--- config.mk ---
export PLATFORM = sky130hd
export DESIGN_NAME = touch_packet_to_pixel_writes
export DESIGN_NICKNAME = d
export VERILOG_FILES = /design/src/rtl/tppw_pkg.sv /design/src/rtl/tppw_parser.sv /design/src/rtl/tppw_scale.sv /design/src/rtl/tppw_brush.sv /design/src/rtl/touch_packet_to_pixel_writes.sv
export SDC_FILE = /design/constraint.sdc
export NUM_CORES = 1
export LEC_CHECK = 0
export ABC_AREA = 1
export ABC_CLOCK_PERIOD_IN_PS = 8200
export BUFFER_PORTS_ARGS = -buffer_cell sky130_fd_sc_hd__buf_2
export CAP_MARGIN = 20
export CORE_MARGIN = 8
export CORE_UTILIZATION = 25
export DETAILED_ROUTE_END_ITERATION = 16
export GPL_ROUTABILITY_DRIVEN = 0
export PLACE_DENSITY = 0.4
export SKIP_CTS_REPAIR_TIMING = 1
export SLEW_MARGIN = 20
export SYNTH_ARGS = -nofsm -noshare
export SYNTH_HDL_FRONTEND = slang
export SYNTH_HIERARCHICAL = 1
export SYNTH_SLANG_ARGS = --single-unit
--- constraint.sdc ---
create_clock -name clk_i -period 8.2 [get_ports clk_i]
set_input_delay 0.82 -clock clk_i [delete_from_list [all_inputs] [get_ports clk_i]]
set_output_delay 0.82 -clock clk_i [all_outputs]
set_load 0.005 [all_outputs]
--- src/rtl/tppw_pkg.sv ---
`timescale 1ns / 1ps

package tppw_pkg;

  localparam int unsigned COORD_W = 15;

  typedef logic [15:0] colour_t;

  localparam logic [7:0] PEN_DOWN_BYTE = 8'h81;
  localparam colour_t    RGB_RED       = 16'hF800;
  localparam colour_t    RGB_GREEN     = 16'h07E0;
  localparam colour_t    RGB_BLUE      = 16'h001F;
  localparam colour_t    RGB_BLACK     = 16'h0000;

  localparam int unsigned SW_BLUE  = 0;
  localparam int unsigned SW_GREEN = 1;
  localparam int unsigned SW_RED   = 2;

  typedef struct packed {
    logic [7:0] rx_byte;
    logic [9:0] switches;
  } touch_in_t;

  typedef struct packed {
    logic [9:0]  pixel_x;
    logic [8:0]  pixel_y;
    logic [18:0] pixel_index;
    colour_t     colour;
    logic        last;
  } pixel_write_t;

  typedef struct packed {
    logic [COORD_W-1:0] x;
    logic [COORD_W-1:0] y;
    colour_t            colour;
  } touch_point_t;

  typedef enum logic [4:0] {
    PH_WAIT = 5'b00001,
    PH_X_LO = 5'b00010,
    PH_X_HI = 5'b00100,
    PH_Y_LO = 5'b01000,
    PH_Y_HI = 5'b10000
  } phase_e;

endpackage

--- src/rtl/tppw_parser.sv ---
`timescale 1ns / 1ps

module tppw_parser
  import tppw_pkg::*;
(
  input  logic         clk_i,
  input  logic         rst_ni,
  input  logic         en_i,
  input  logic         in_valid_i,
  input  touch_in_t    in_data_i,
  output logic         point_valid_o,
  output touch_point_t point_o
);

  phase_e             phase_q, phase_d;
  logic [COORD_W-1:0] x_q, x_d;
  logic [7:0]         ylo_q, ylo_d;
  logic               point_valid_q;
  touch_point_t       point_q;
  logic               accept;
  logic               done;
  logic [COORD_W-1:0] y_full;
  colour_t            colour;

  assign accept = in_valid_i && en_i;
  assign y_full = {in_data_i.rx_byte, 7'b0} | COORD_W'(ylo_q);

  always_comb begin
    priority if (in_data_i.switches[SW_RED]) begin
      colour = RGB_RED;
    end else if (in_data_i.switches[SW_BLUE]) begin
      colour = RGB_BLUE;
    end else if (in_data_i.switches[SW_GREEN]) begin
      colour = RGB_GREEN;
    end else begin
      colour = RGB_BLACK;
    end
  end

  always_comb begin
    phase_d = phase_q;
    x_d     = x_q;
    ylo_d   = ylo_q;
    done    = 1'b0;
    if (accept) begin
      unique case (phase_q)
        PH_X_LO: begin
          x_d     = COORD_W'(in_data_i.rx_byte);
          phase_d = PH_X_HI;
        end
        PH_X_HI: begin
          x_d     = x_q | {in_data_i.rx_byte, 7'b0};
          phase_d = PH_Y_LO;
        end
        PH_Y_LO: begin
          ylo_d   = in_data_i.rx_byte;
          phase_d = PH_Y_HI;
        end
        PH_Y_HI: begin
          done    = 1'b1;
          phase_d = PH_WAIT;
        end
        default: begin
          phase_d = (in_data_i.rx_byte == PEN_DOWN_BYTE) ? PH_X_LO : PH_WAIT;
        end
      endcase
    end
  end

  always_ff @(posedge clk_i or negedge rst_ni) begin
    if (!rst_ni) begin
      phase_q       <= PH_WAIT;
      x_q           <= '0;
      ylo_q         <= '0;
      point_valid_q <= 1'b0;
    end else begin
      phase_q <= phase_d;
      x_q     <= x_d;
      ylo_q   <= ylo_d;
      if (en_i) begin
        point_valid_q <= done;
      end
    end
  end

  always_ff @(posedge clk_i) begin
    if (done) begin
      point_q.x      <= x_q;
      point_q.y      <= y_full;
      point_q.colour <= colour;
    end
  end

  assign point_valid_o = point_valid_q;
  assign point_o       = point_q;

endmodule

--- src/rtl/tppw_scale.sv ---
`timescale 1ns / 1ps

module tppw_scale
  import tppw_pkg::*;
#(
  parameter int unsigned SCALE = 640,
  parameter int unsigned FULL  = 4095,
  parameter int unsigned Q_W   = COORD_W + $clog2(SCALE)
) (
  input  logic               clk_i,
  input  logic               en_i,
  input  logic [COORD_W-1:0] coord_i,
  output logic [Q_W-1:0]     quot_o
);

  localparam int unsigned RW = Q_W + 1;
  localparam int unsigned PW = 2 * Q_W + 1;
  localparam int unsigned DW = $clog2(FULL + 1);
  localparam int unsigned MW = Q_W + DW;
  localparam longint unsigned RECIP_L = (64'd1 << Q_W) / FULL;
  localparam logic [RW-1:0] RECIP = RW'(RECIP_L);

  logic [Q_W-1:0] n1_q, n2_q, n3_q;
  logic [Q_W-1:0] q2_q, q3_q, q4_q;
  logic [Q_W-1:0] p3_q;
  logic [PW-1:0]  recip_prod;
  logic [MW-1:0]  back_prod;
  logic [Q_W-1:0] rem;

  assign recip_prod = PW'(n1_q) * PW'(RECIP);
  assign back_prod  = MW'(q2_q) * MW'(FULL);
  assign rem        = n3_q - p3_q;

  always_ff @(posedge clk_i) begin
    if (en_i) begin
      n1_q <= Q_W'(coord_i) * Q_W'(SCALE);
      n2_q <= n1_q;
      q2_q <= recip_prod[2*Q_W-1:Q_W];
      n3_q <= n2_q;
      q3_q <= q2_q;
      p3_q <= Q_W'(back_prod);
      q4_q <= q3_q + Q_W'(rem >= Q_W'(FULL));
    end
  end

  assign quot_o = q4_q;

endmodule

--- src/rtl/tppw_brush.sv ---
`timescale 1ns / 1ps

module tppw_brush
  import tppw_pkg::*;
#(
  parameter int unsigned SCREEN_WIDTH  = 640,
  parameter int unsigned SCREEN_HEIGHT = 480,
  parameter int unsigned SX_W          = 25,
  parameter int unsigned SY_W          = 24
) (
  input  logic            clk_i,
  input  logic            rst_ni,
  input  logic            touch_valid_i,
  output logic            touch_ready_o,
  input  logic [SX_W-1:0] sx_i,
  input  logic [SY_W-1:0] sy_i,
  input  colour_t         colour_i,
  output logic            out_valid_o,
  input  logic            out_ready_i,
  output pixel_write_t    out_data_o
);

  localparam int unsigned COL_W = $clog2(SCREEN_WIDTH);
  localparam int unsigned ROW_W = $clog2(SCREEN_HEIGHT);
  localparam int unsigned IDX_W = COL_W + ROW_W + 1;

  logic [3:0]       mask_q, mask_d;
  logic [COL_W-1:0] col_q;
  logic [ROW_W-1:0] row_q;
  colour_t          colour_q;
  logic             ov_q, ov_d;
  pixel_write_t     out_q;
  pixel_write_t     write_d;
  logic [3:0]       pick;
  logic [3:0]       mask_new;
  logic             emit;
  logic             single;
  logic             accept;
  logic             on_screen;
  logic             has_left;
  logic             has_below;
  logic [COL_W-1:0] col;
  logic [ROW_W-1:0] row;
  logic [IDX_W-1:0] index;

  assign on_screen = (sx_i < SX_W'(SCREEN_WIDTH)) && (sy_i < SY_W'(SCREEN_HEIGHT));
  assign has_left  = (sx_i != '0);
  assign has_below = (sy_i < SY_W'(SCREEN_HEIGHT - 1));
  assign mask_new  = on_screen ? {1'b1, has_below, has_left, has_left & has_below} : 4'b0;

  assign pick   = mask_q & (~mask_q + 4'd1);
  assign single = ((mask_q & (mask_q - 4'd1)) == 4'b0);
  assign emit   = (mask_q != 4'b0) && (!ov_q || out_ready_i);

  assign touch_ready_o = (mask_q == 4'b0) || (emit && single);
  assign accept        = touch_valid_i && touch_ready_o;

  assign col   = (pick[0] || pick[1]) ? col_q - COL_W'(1) : col_q;
  assign row   = (pick[0] || pick[2]) ? row_q + ROW_W'(1) : row_q;
  assign index = IDX_W'(col) + IDX_W'(SCREEN_WIDTH) * IDX_W'(row);

  always_comb begin
    write_d.pixel_x     = 10'(col);
    write_d.pixel_y     = 9'(row);
    write_d.pixel_index = 19'(index);
    write_d.colour      = colour_q;
    write_d.last        = pick[3];
  end

  always_comb begin
    mask_d = emit ? (mask_q & ~pick) : mask_q;
    if (accept) begin
      mask_d = mask_new;
    end
    ov_d = ov_q;
    if (emit) begin
      ov_d = 1'b1;
    end else if (out_ready_i) begin
      ov_d = 1'b0;
    end
  end

  always_ff @(posedge clk_i or negedge rst_ni) begin
    if (!rst_ni) begin
      mask_q <= 4'b0;
      ov_q   <= 1'b0;
    end else begin
      mask_q <= mask_d;
      ov_q   <= ov_d;
    end
  end

  always_ff @(posedge clk_i) begin
    if (accept) begin
      col_q    <= COL_W'(sx_i);
      row_q    <= ROW_W'(sy_i);
      colour_q <= colour_i;
    end
    if (emit) begin
      out_q <= write_d;
    end
  end

  assign out_valid_o = ov_q;
  assign out_data_o  = out_q;

endmodule

--- src/rtl/touch_packet_to_pixel_writes.sv ---
`timescale 1ns / 1ps

// Turns touchscreen serial bytes into frame-buffer pixel writes.
// The input channel carries one received byte per transaction, with the slide
// switch levels alongside; the switches are sampled on the byte that completes
// a packet. A packet is the pen-down byte followed by four coordinate bytes.
// The output channel carries one pixel write per transaction: column, row,
// frame-buffer index, RGB565 colour and a last flag on the final write of a touch.
// A byte can be accepted in every cycle while input ready is high. The
// completing byte runs through a four-stage scaling pipeline (a constant
// multiply, then a reciprocal division with one correction step) and then the
// brush stage, whose output register issues a touch's writes one per cycle
// while the receiver does not stall, up to four writes per touch.
// Off-screen touches and brush pixels produce no writes.
// When the receiver stalls, the output register holds its write; once a touch
// waits at the end of the scaling pipeline, the parser and the pipeline hold
// and input ready falls until the brush stage takes that touch.
// Reset returns the packet parser to waiting for a pen-down byte and empties the
// pipeline and the output register.

module touch_packet_to_pixel_writes
  import tppw_pkg::*;
#(
  parameter int unsigned SCREEN_WIDTH     = 640,
  parameter int unsigned SCREEN_HEIGHT    = 480,
  parameter int unsigned TOUCH_FULL_SCALE = 4095
) (
  input  logic         clk_i,
  input  logic         rst_ni,
  input  logic         in_valid_i,
  output logic         in_ready_o,
  input  touch_in_t    in_data_i,
  output logic         out_valid_o,
  input  logic         out_ready_i,
  output pixel_write_t out_data_o
);

  localparam int unsigned SX_W = COORD_W + $clog2(SCREEN_WIDTH);
  localparam int unsigned SY_W = COORD_W + $clog2(SCREEN_HEIGHT);

  logic         en;
  logic         point_valid;
  touch_point_t point;
  logic [3:0]   valid_q;
  colour_t      colour_q [4];
  logic [SX_W-1:0] sx;
  logic [SY_W-1:0] sy;
  logic         brush_ready;

  assign en         = !valid_q[3] || brush_ready;
  assign in_ready_o = en;

  tppw_parser u_parser (
    .clk_i         (clk_i),
    .rst_ni        (rst_ni),
    .en_i          (en),
    .in_valid_i    (in_valid_i),
    .in_data_i     (in_data_i),
    .point_valid_o (point_valid),
    .point_o       (point)
  );

  tppw_scale #(
    .SCALE (SCREEN_WIDTH),
    .FULL  (TOUCH_FULL_SCALE),
    .Q_W   (SX_W)
  ) u_scale_x (
    .clk_i   (clk_i),
    .en_i    (en),
    .coord_i (point.x),
    .quot_o  (sx)
  );

  tppw_scale #(
    .SCALE (SCREEN_HEIGHT),
    .FULL  (TOUCH_FULL_SCALE),
    .Q_W   (SY_W)
  ) u_scale_y (
    .clk_i   (clk_i),
    .en_i    (en),
    .coord_i (point.y),
    .quot_o  (sy)
  );

  always_ff @(posedge clk_i or negedge rst_ni) begin
    if (!rst_ni) begin
      valid_q <= 4'b0;
    end else if (en) begin
      valid_q <= {valid_q[2:0], point_valid};
    end
  end

  always_ff @(posedge clk_i) begin
    if (en) begin
      colour_q[0] <= point.colour;
      colour_q[1] <= colour_q[0];
      colour_q[2] <= colour_q[1];
      colour_q[3] <= colour_q[2];
    end
  end

  tppw_brush #(
    .SCREEN_WIDTH  (SCREEN_WIDTH),
    .SCREEN_HEIGHT (SCREEN_HEIGHT),
    .SX_W          (SX_W),
    .SY_W          (SY_W)
  ) u_brush (
    .clk_i         (clk_i),
    .rst_ni        (rst_ni),
    .touch_valid_i (valid_q[3]),
    .touch_ready_o (brush_ready),
    .sx_i          (sx),
    .sy_i          (sy),
    .colour_i      (colour_q[3]),
    .out_valid_o   (out_valid_o),
    .out_ready_i   (out_ready_i),
    .out_data_o    (out_data_o)
  );

endmodule

== After elaboration in Yosys (flattened, before gate mapping) ==
Memory sizes are Yosys's and may differ from the RTL's. A register that Yosys moved wholly into a read port is not among the register bits.
Index checks and enable logic that the tools add are counted.

* Flip-flop bits (word level): 421
* Bits in writable memories: 64
* Input bits: 22
* Output and inout port bits: 57
* Word-level logic and storage cells: 105
* Memories: 1

{| class="wikitable"
|+ Memories
! name !! depth !! width !! read ports !! clocked after memory_dff !! write ports !! RTL line !! source
|-
| colour_q || 4 || 16 || 4 || 1 || 4 || touch_packet_to_pixel_writes.sv:45 || <nowiki>colour_t colour_q [4];</nowiki>
|}

* Add/sub/neg operators: 9
* Multiply operators: 7
* Magnitude comparators: 5
* Equality and inequality tests: 5
* Muxes and demuxes: 16
* Bitwise logic cells: 8
* Reductions and logical operators: 22

{| class="wikitable"
|+ Operators with widths
! operator !! count
|-
| 24-bit by 9-bit less-than comparator with 1-bit output (second input constant) || 2
|-
| 19-bit by 13-bit multiplier with 32-bit output (second input constant) || 1
|-
| 18-bit by 13-bit multiplier with 31-bit output (second input constant) || 1
|-
| 15-bit one-hot mux with 2 select lines || 1
|-
| 25-bit by 12-bit >= comparator with 1-bit output (second input constant) || 1
|-
| 25-bit by 10-bit less-than comparator with 1-bit output (second input constant) || 1
|-
| 14-bit by 12-bit multiplier with 25-bit output (second input constant) || 1
|-
| 25-bit nonzero test || 1
|-
| 25-bit subtractor || 1
|-
| 24-bit by 12-bit >= comparator with 1-bit output (second input constant) || 1
|-
| 13-bit by 12-bit multiplier with 24-bit output (second input constant) || 1
|-
| 24-bit subtractor || 1
|-
| 5-bit one-hot mux with 4 select lines || 1
|-
| 10-bit by 19-bit adder with 19-bit output || 1
|-
| 15-bit by 4-bit multiplier with 19-bit output (second input constant) || 1
|-
| 15-bit by 3-bit multiplier with 18-bit output (second input constant) || 1
|-
| 16-bit 2-to-1 mux || 1
|-
| 14-bit by 1-bit adder with 15-bit output || 1
|-
| 15-bit OR || 1
|-
| 15-bit by 8-bit OR with 15-bit output || 1
|-
| 13-bit by 1-bit adder with 14-bit output || 1
|-
| 4-bit AND || 3
|-
| 3-bit by 9-bit multiplier with 12-bit output (first input constant) || 1
|-
| 4-bit 2-to-1 mux || 3
|-
| other kinds (24) || 43
|}

== Depth between registers and ports, before layout ==
Gate-level depths: netlist of run 1.

* Word-level depth: 8
* Mapped depth: 25

== By module ==
The synthesis of run 1 kept the hierarchy.

{| class="wikitable"
|+ By module, submodules not included
! module !! times used !! cells an instance !! area an instance (µm²)
|-
| tppw_scale (u_scale_y) || 1 || 1,063 || 10,483.8
|-
| tppw_scale (u_scale_x) || 1 || 1,035 || 10,229.8
|-
| tppw_brush || 1 || 383 || 4,222.8
|-
| tppw_parser || 1 || 186 || 2,411.1
|-
| touch_packet_to_pixel_writes || 1 || 81 || 2,077.0
|}

== Worst setup path before layout of run 1 ==
No wires, ideal clock.

* Path kind: input to register
* Start: in out_ready_i
* End: reg u_parser.point_q (netlist bit u_parser/point_o[14]) (enable)
* Arrival time: 7,081 ps
* Slack: 695 ps
* Stages on the path: 10
* Cells stage by stage: inv_1 -> nand2_1 -> nand3_1 -> nor2_1 -> nor2_1 -> inv_1 -> inv_1 -> nand2_2 -> nand2_2 -> nor2_1

* Word-level cells in the longest chain between the ends: 7

{| class="wikitable"
|+ Ends and longest elaborated chain
! what !! RTL line !! source
|-
| start: declaration || touch_packet_to_pixel_writes.sv:34 || <nowiki>input logic out_ready_i,</nowiki>
|-
| 1-bit logical OR || tppw_brush.sv:53 || <nowiki>assign emit = (mask_q != 4'b0) && (!ov_q || out_ready_i);</nowiki>
|-
| 1-bit logical AND || tppw_brush.sv:53 ||
|-
| 1-bit logical AND || tppw_brush.sv:55 || <nowiki>assign touch_ready_o = (mask_q == 4'b0) || (emit && single);</nowiki>
|-
| 1-bit logical OR || tppw_brush.sv:55 ||
|-
| named net brush_ready || touch_packet_to_pixel_writes.sv:48 || <nowiki>logic brush_ready;</nowiki>
|-
| 1-bit logical OR || touch_packet_to_pixel_writes.sv:50 || <nowiki>assign en = !valid_q[3] || brush_ready;</nowiki>
|-
| named net in_ready_o || touch_packet_to_pixel_writes.sv:31 || <nowiki>output logic in_ready_o,</nowiki>
|-
| 1-bit logical AND || tppw_parser.sv:25 || <nowiki>assign accept = in_valid_i && en_i;</nowiki>
|-
| 1-bit 2-to-1 mux || tppw_parser.sv:45 || <nowiki>if (accept) begin</nowiki>
|-
| named net u_parser.done || tppw_parser.sv:21 || <nowiki>logic done;</nowiki>
|-
| end: declaration || tppw_parser.sv:19 || <nowiki>touch_point_t point_q;</nowiki>
|}

The timed path passes the listed nets, and every way through them passes these cells.
A chain may end at the register's enable or synchronous reset.

== Final worst setup path of run 1 ==
* Start: reg u_scale_x.q2_q[3]
* End: reg u_scale_x.p3_q[18] (data pin)

* Word-level cells in the longest chain between the ends: 1

{| class="wikitable"
|+ Ends and longest elaborated chain
! what !! RTL line !! source
|-
| start: declaration || tppw_scale.sv:24 || <nowiki>logic [Q_W-1:0] q2_q, q3_q, q4_q;</nowiki>
|-
| start signal: assignment || tppw_scale.sv:38 || <nowiki>q2_q <= recip_prod[2*Q_W-1:Q_W];</nowiki>
|-
| 14-bit by 12-bit multiplier with 25-bit output || tppw_scale.sv:31 || <nowiki>assign back_prod = MW'(q2_q) * MW'(FULL);</nowiki>
|-
| named net u_scale_x.back_prod[18] || tppw_scale.sv:27 || <nowiki>logic [MW-1:0] back_prod;</nowiki>
|-
| end signal: assignment || tppw_scale.sv:41 || <nowiki>p3_q <= Q_W'(back_prod);</nowiki>
|-
| end: declaration || tppw_scale.sv:25 || <nowiki>logic [Q_W-1:0] p3_q;</nowiki>
|}

The timed path passes the listed nets, and every way through them passes these cells.

==> impl_metrics.env, run 1 <==
export IMPL_grt_overflow_total=0
export IMPL_status="finished, final reports clean"
export IMPL_syn_to_final_growth_pct=13.3
export IMPL_async_flop_share_pct=8.28
export IMPL_grt_use_total_pct=9.87
export IMPL_path_delay_family="adder cells"
export IMPL_core_area_um2=117000
export IMPL_synth_top_area_share_pct=43.0
export IMPL_powerDensity_nw_per_um2=177
export IMPL_crit_chain="fa_1 > inv_1 > fa_1 > inv_1 > fa_1 > fa_1 > inv_1 > fa_1 > inv_1 > ha_1 > a21oi_1 > or2_2 > nand3_1 > a31oi_1 > o21bai_1 > xor2_1"
export IMPL_initial_core_util_pct=25.1
export IMPL_place_ws_ps=2780
export IMPL_layout_nets=3305
export IMPL_fillers=12200
export IMPL_hold_viol=0
export IMPL_antenna_found_initial=2
export IMPL_grtUsageMet3_pct=1.52
export IMPL_wirelength_mm=63.9
export IMPL_finalCritPeriodShare_pct=65.8
export IMPL_timing_fmax_mhz=185
export IMPL_cts_made_buffers=52
export IMPL_portBuffers=71
export IMPL_antenna_left=0
export IMPL_drtIter0Drc=1012
export IMPL_rsz0062_at_grt="no"
export IMPL_syn_area_per_cell_um2=10.7
export IMPL_cts_tree="done"
export IMPL_vdd_drop_max_mv=0.153
export IMPL_postSynthCellCount=2748
export IMPL_die_w_um=359
export IMPL_path_buf_inv=4
export IMPL_power_leakage_nw=14.9
export IMPL_period_minus_slack_ps=5390
export IMPL_post_drt_via_cell_ratio=4.07
export IMPL_grt_max_degree=73
export IMPL_dp_hpwl_mm=51.1
export IMPL_slowest_delay_ps=660
export IMPL_synth_flop_cell="edfxtp_1"
export IMPL_ys_seq_area_share_pct=46.2
export IMPL_use_met2_pct=16.2
export IMPL_vias=18100
export IMPL_setup_tns_final_ps=0
export IMPL_cts_root_buffer="clkbuf_16"
export IMPL_synth_edff_count=421
export IMPL_ioPinCount=79
export IMPL_yosys_warnings=6
export IMPL_clock_sinks=459
export IMPL_netlist_area_um2=29400
export IMPL_setup_viol_count_final=0
export IMPL_cp_common_cell="fa_1"
export IMPL_skew_ps=50.1
export IMPL_final_cell_area_um2=33300
export IMPL_path_clk_slew_ps=70
export IMPL_diodes=0
export IMPL_grt_pass1_vias=18500
export IMPL_clockBufferDepth=3
export IMPL_path_max_fanout=5
export IMPL_synth_area_leader_cell="edfxtp_1"
export IMPL_slew_headroom_pct=39.4
export IMPL_ys_types=58
export IMPL_tightest_slew_ps=910
export IMPL_place_area_um2=31500
export IMPL_critPathCaptureType="flop"
export IMPL_drc=0
export IMPL_cp_start_kind="flop"
export IMPL_maxSlewViolCount=0
export IMPL_htree_levels=2
export IMPL_utilization_pct=28.4
export IMPL_wl_per_cell_um=14.4
export IMPL_cpMaxStageDelayCell="fa_1"
export IMPL_critical_path_required_ps=8580
export IMPL_synth_seq_cells=459
export IMPL_power_mw=5.89
export IMPL_maxCapViolCount=0
export IMPL_drt_pass1_iter_count=6
export IMPL_dieArea_um2=129000
export IMPL_insertion_delay_ps=640
export IMPL_setup_slack_ps=2810
export IMPL_rows=126
export IMPL_busiest_layer="met2"
export IMPL_met1_usage_pct=13.7
export IMPL_critPathArrivalTime_ps=5770
export IMPL_grt_pass1_wl_mm=103
export IMPL_drive_above_1_share_pct=8.52
export IMPL_synthTopCellsByArea="edfxtp_1, fa_1, ha_1"
export IMPL_critical_path_class="reg2reg"
export IMPL_die_h_um=359
export IMPL_hold_class="in2async"
## power breakdown
group	leakage [nW]	internal (mW)	switching, mW
Clock	0.873	1.47	1.00
Combinational	9.15	0.237	0.432
Sequential	4.86	2.69	0.0523
## cell families (layout without fill, tap and decap cells)
| family | count (synthesis) | count (layout) | share of synthesized area (%) |
|---|---|---|---|
| AND/OR/NAND/NOR | 907 | 907 | 13.7 |
| buffers and inverters | 543 | 677 | 7.51 |
| flip-flops | 459 | 459 | 46.2 |
| adder cells (fa/ha/maj) | 427 | 427 | 22.9 |
| AO/OA/AOI/OAI | 266 | 266 | 5.26 |
| XOR/XNOR | 144 | 144 | 4.40 |
| other | 2 | 20 | 0.0255 |
## registers in the layout, summed over array words and instances (netlist names), 19 cells and up
signal and flops:
colour_q 64, u_brush/out_data_o 48, u_parser/point_o 33, u_scale_x/p3_q 25, u_scale_y/p3_q 24, u_scale_y/n1_q 19, u_scale_y/n2_q 19, u_scale_y/n3_q 19
## metal layers
metal,part of all wire [%],routed length [um],up-vias
li1,-,-,9212
met1,49,31200,8589
met2,46,29600,203
met3,3.2,2020,66
met4,1.8,1120,2
met5,0.020,13,-
## layout make-up
class	count	area (um^2)	area share, %
Timing Repair Buffer	79	415	1.25
Tap cell	1536	1920	5.76
Inverter	500	1880	5.63
Multi-Input combinational cell	1764	13700	41.1
Sequential cell	459	13600	40.8
Clock inverter	33	475	1.43
Clock buffer	65	1350	4.05
## path summary, 6_finish.rpt
path | to | startpoint | depth (start not counted) | slack [ps]
setup / recovery | u_scale_x/p3_q[18]$_DFFE_PP_ | u_scale_x/q2_q[3]$_DFFE_PP_ | 16 | 2810
hold / removal | valid_q[0]$_DFFE_PN0P_ | rst_ni | 2 | 290
setup reg to reg | u_scale_x/p3_q[18]$_DFFE_PP_ | u_scale_x/q2_q[3]$_DFFE_PP_ | 16 | 2810
hold reg to reg | colour_q[1][6]$_DFFE_PP_ | colour_q[0][6]$_DFFE_PP_ | 0 | 410
max in group asynchronous | u_parser/x_q[1]$_DFFE_PN0P_ | rst_ni | 2 | 7460
min in group clk_i | colour_q[1][6]$_DFFE_PP_ | colour_q[0][6]$_DFFE_PP_ | 0 | 410
## stage by stage
step / hold slack [ps] / std cells
detailed placement: 405 / 4338
finish: 286 / 4436
global placement: 400 / 4338
global route: 282 / 4436
CTS: 252 / 4436
floorplan: 400 / 2766
## worst reg2reg max path, stage by stage (launching register included)
cell and delay [ps]:
edfxtp_1 520, fa_1 660, inv_1 130, fa_1 550, inv_1 60, fa_1 500, fa_1 580, inv_1 70
fa_1 530, inv_1 40, ha_1 350, a21oi_1 270, or2_2 160, nand3_1 90, a31oi_1 350, o21bai_1 120
xor2_1 160
## Yosys cell counts (12+ instances only)
cell type and count:
a21oi_1 130, buf_4 40, dfrtp_1 37, edfxtp_1 421, fa_1 187, ha_1 240, inv_1 495, nand2_1 450
nand3_1 131, nand4_1 27, nor2_1 207, nor2_2 14, nor3_1 22, o21ai_0 50, o21ai_1 18, o21ai_2 19
o21bai_1 12, xnor2_1 46, xor2_1 95
## layout by cell type, fill, tap and decap left out, types with 4 or more instances in the layout
master     netlist  final
inv_1          495    494
nand2_1        450    450
edfxtp_1       421    421
ha_1           240    240
nor2_1         207    206
fa_1           187    187
nand3_1        131    131
a21oi_1        130    130
xor2_1          95     95
buf_2            0     71
clkbuf_16        0     52
o21ai_0         50     50
xnor2_1         46     46
dfrtp_1         37     37
nand4_1         27     27
nor3_1          22     22
conb_1           2     20
o21ai_2         19     19
o21ai_1         18     18
nor2_2          14     14
clkbuf_1         0     13
o21bai_1        12     12
clkinv_1         0      9
bufinv_16        0      9
nor2_4           8      9
buf_4           40      8
nor3_2           8      8
nand3b_1         7      7
nand2_2          8      7
inv_2            5      6
a31oi_1          6      6
a211oi_1         5      5
inv_6            0      4
a21o_1           4      4
or2_2            4      4
o31ai_1          4      4
(Power assumes the default switching activity.)
==> run 2, diff against run 1 <==
--- a/config.mk
+++ b/config.mk
@@ -6,14 +6,14 @@
 export NUM_CORES = 1
 export LEC_CHECK = 0
 export ABC_AREA = 1
-export ABC_CLOCK_PERIOD_IN_PS = 8200
+export ABC_CLOCK_PERIOD_IN_PS = 4300
 export BUFFER_PORTS_ARGS = -buffer_cell sky130_fd_sc_hd__buf_2
 export CAP_MARGIN = 20
 export CORE_MARGIN = 8
 export CORE_UTILIZATION = 25
 export DETAILED_ROUTE_END_ITERATION = 16
 export GPL_ROUTABILITY_DRIVEN = 0
-export PLACE_DENSITY = 0.4
+export PLACE_DENSITY = 0.41
 export SKIP_CTS_REPAIR_TIMING = 1
 export SLEW_MARGIN = 20
 export SYNTH_ARGS = -nofsm -noshare
==> constraint.sdc (replaced) <==
create_clock -name clk_i -period 4.3 [get_ports clk_i]
set_input_delay 0.43 -clock clk_i [delete_from_list [all_inputs] [get_ports clk_i]]
set_output_delay 0.43 -clock clk_i [all_outputs]
set_load 0.005 [all_outputs]
==> impl_metrics.env, run 2 (synthesis results as in run 1) <==
export IMPL_status="finished, violations left"
export IMPL_violations="negative setup slack"
export IMPL_hold_viol=0
export IMPL_clock_sinks=459
export IMPL_initial_core_util_pct=25.1
export IMPL_syn_to_final_growth_pct=23.6
export IMPL_period_minus_slack_ps=4730
export IMPL_setup_slack_ps=-427
export IMPL_dp_hpwl_mm=53.5
export IMPL_skew_ps=66.2
export IMPL_insertion_delay_ps=630
export IMPL_hold_class="in2reg"
export IMPL_power_leakage_nw=16.2
export IMPL_critPathArrivalTime_ps=5100
export IMPL_path_max_fanout=4
export IMPL_seq_power_share_pct=47.3
export IMPL_drtIter0Drc=917
export IMPL_die_h_um=359
export IMPL_drt_pass1_iter_count=6
export IMPL_vias=18900
export IMPL_layout_commonest_cell="inv_1"
export IMPL_cp_start_kind="flop"
export IMPL_top_register="colour_q"
export IMPL_hold_end="u_parser/point_o[30]$_DFFE_PP_"
export IMPL_grt_overflow_total=0
export IMPL_maxCapViolCount=0
export IMPL_layout_nets=3554
export IMPL_die_w_um=359
export IMPL_reg2reg_slack_ps=-430
export IMPL_antenna_left=0
export IMPL_setup_tns_final_ps=-7930
export IMPL_cts_root_buffer="clkbuf_16"
export IMPL_grt_use_total_pct=10.1
export IMPL_core_area_um2=117000
export IMPL_ioPinCount=79
export IMPL_path_clk_slew_ps=70
export IMPL_setup_viol_count_final=28
export IMPL_min_from="in_data_i[17]"
export IMPL_clockBufferDepth=3
export IMPL_pwr_share_clk_pct=39.9
export IMPL_rows=126
export IMPL_wirelength_mm=66.9
export IMPL_hold_depth=1
export IMPL_critPathCaptureType="flop"
export IMPL_dieArea_um2=129000
export IMPL_grt_pass1_vias=18800
export IMPL_cts_made_buffers=51
export IMPL_vdd_drop_max_mv=0.277
export IMPL_mostFrequentLayoutCells="inv_1, nand2_1, edfxtp_1, buf_4, ha_1"
export IMPL_timing_rr_start="u_scale_x/q2_q[6]$_DFFE_PP_"
export IMPL_drive_above_1_share_pct=22.0
export IMPL_wl_per_cell_um=14.3
export IMPL_power_mw=11.1
export IMPL_largest_reg_flops=64
export IMPL_place_area_um2=33500
export IMPL_powerDensity_nw_per_um2=304
export IMPL_finalCritPeriodShare_pct=110
export IMPL_grt_pass1_wl_mm=105
export IMPL_portBuffers=71
export IMPL_grt_max_degree=123
export IMPL_sw_frac_of_total_pct=25.8
export IMPL_r2r_end="u_scale_x/p3_q[22]$_DFFE_PP_"
export IMPL_fillers=12100
export IMPL_maxSlewViolCount=0
export IMPL_critical_path_class="reg2reg"
export IMPL_tightest_slew_ps=699
export IMPL_antenna_found_initial=2
export IMPL_slew_headroom_pct=53.4
export IMPL_rr_worst_depth=14
export IMPL_htree_levels=2
export IMPL_rsz0062_at_grt="yes"
export IMPL_timing_fmax_mhz=212
export IMPL_comb_power_share_pct=12.7
export IMPL_post_drt_via_cell_ratio=4.04
export IMPL_switching_power_mw=2.85
export IMPL_critical_path_required_ps=4670
export IMPL_drc=0
export IMPL_cts_tree="done"
export IMPL_power_internal_mw=8.21
export IMPL_final_cell_area_um2=36400
-- run 2: final cells by class --
cell class / instances / area, um^2 / share of cell area (%)
Tap cell: 1536 / 1920 / 5.28
Antenna cell: 1 / 2.50 / 0.00688
Inverter: 500 / 1880 / 5.17
Clock buffer: 60 / 1330 / 3.66
Timing Repair Buffer: 329 / 2480 / 6.82
Multi-Input combinational cell: 1764 / 14800 / 40.7
Sequential cell: 459 / 13600 / 37.4
Clock inverter: 34 / 368 / 1.01
-- run 2: metal layers --
metal | share of wire, % | vias to the layer above | GRT usage, %
li1 | - | 9701 | -
met1 | 49 | 8961 | 14.4
met2 | 46 | 210 | 16.3
met3 | 3.3 | 63 | 1.52
met4 | 1.5 | 2 | 2.07
met5 | 0.016 | - | 0
-- run 2: per-stage QoR --
step / util, % / std cells / hold slack (ps) / setup WS, ps
finish: 31.0 / 4683 / 101 / -427
CTS: 30.0 / 4639 / -133 / -535
floorplan: - / 2766 / 134 / -186
global route: 31.0 / 4682 / 57.1 / -609
global placement: 28.5 / 4545 / 400 / -525
detailed placement: 28.5 / 4545 / 405 / -522
-- run 2: power groups by stage --
stage	clock network (mW)	registers (mW)	logic, mW
2_1_floorplan	0	5.32	0.862
3_3_place_gp	0	5.34	1.38
3_5_place_dp	0	5.34	1.38
4_1_cts	4.62	5.25	1.39
5_1_grt	4.77	5.26	1.60
6_report	4.42	5.23	1.41
-- run 2: how the worst max path moves through the flow --
stage / start / endpoint / slack, ps / cells after the start
after CTS: u_scale_x/q2_q[4]$_DFFE_PP_ / u_scale_x/p3_q[22]$_DFFE_PP_ / -530 / 16
after global placement: u_scale_x/q2_q[11]$_DFFE_PP_ / u_scale_x/p3_q[22]$_DFFE_PP_ / -530 / 15
after global routing: u_scale_x/q2_q[4]$_DFFE_PP_ / u_scale_x/p3_q[19]$_DFFE_PP_ / -610 / 20
after floorplan: u_scale_x/q2_q[6]$_DFFE_PP_ / u_scale_x/p3_q[19]$_DFFE_PP_ / -190 / 17
after detailed placement: u_scale_x/q2_q[4]$_DFFE_PP_ / u_scale_x/p3_q[22]$_DFFE_PP_ / -520 / 16
final: u_scale_x/q2_q[6]$_DFFE_PP_ / u_scale_x/p3_q[22]$_DFFE_PP_ / -430 / 14
-- run 2: worst max-delay path, stage by stage (launching register included) --
cell and delay, ps:
edfxtp_1 460, buf_4 180, fa_2 620, inv_2 70
fa_2 530, fa_1 440, fa_1 500, fa_1 540
inv_1 60, ha_4 280, a21oi_4 170, o21ai_1 130
a211oi_2 230, nand3_2 130, xor2_1 150
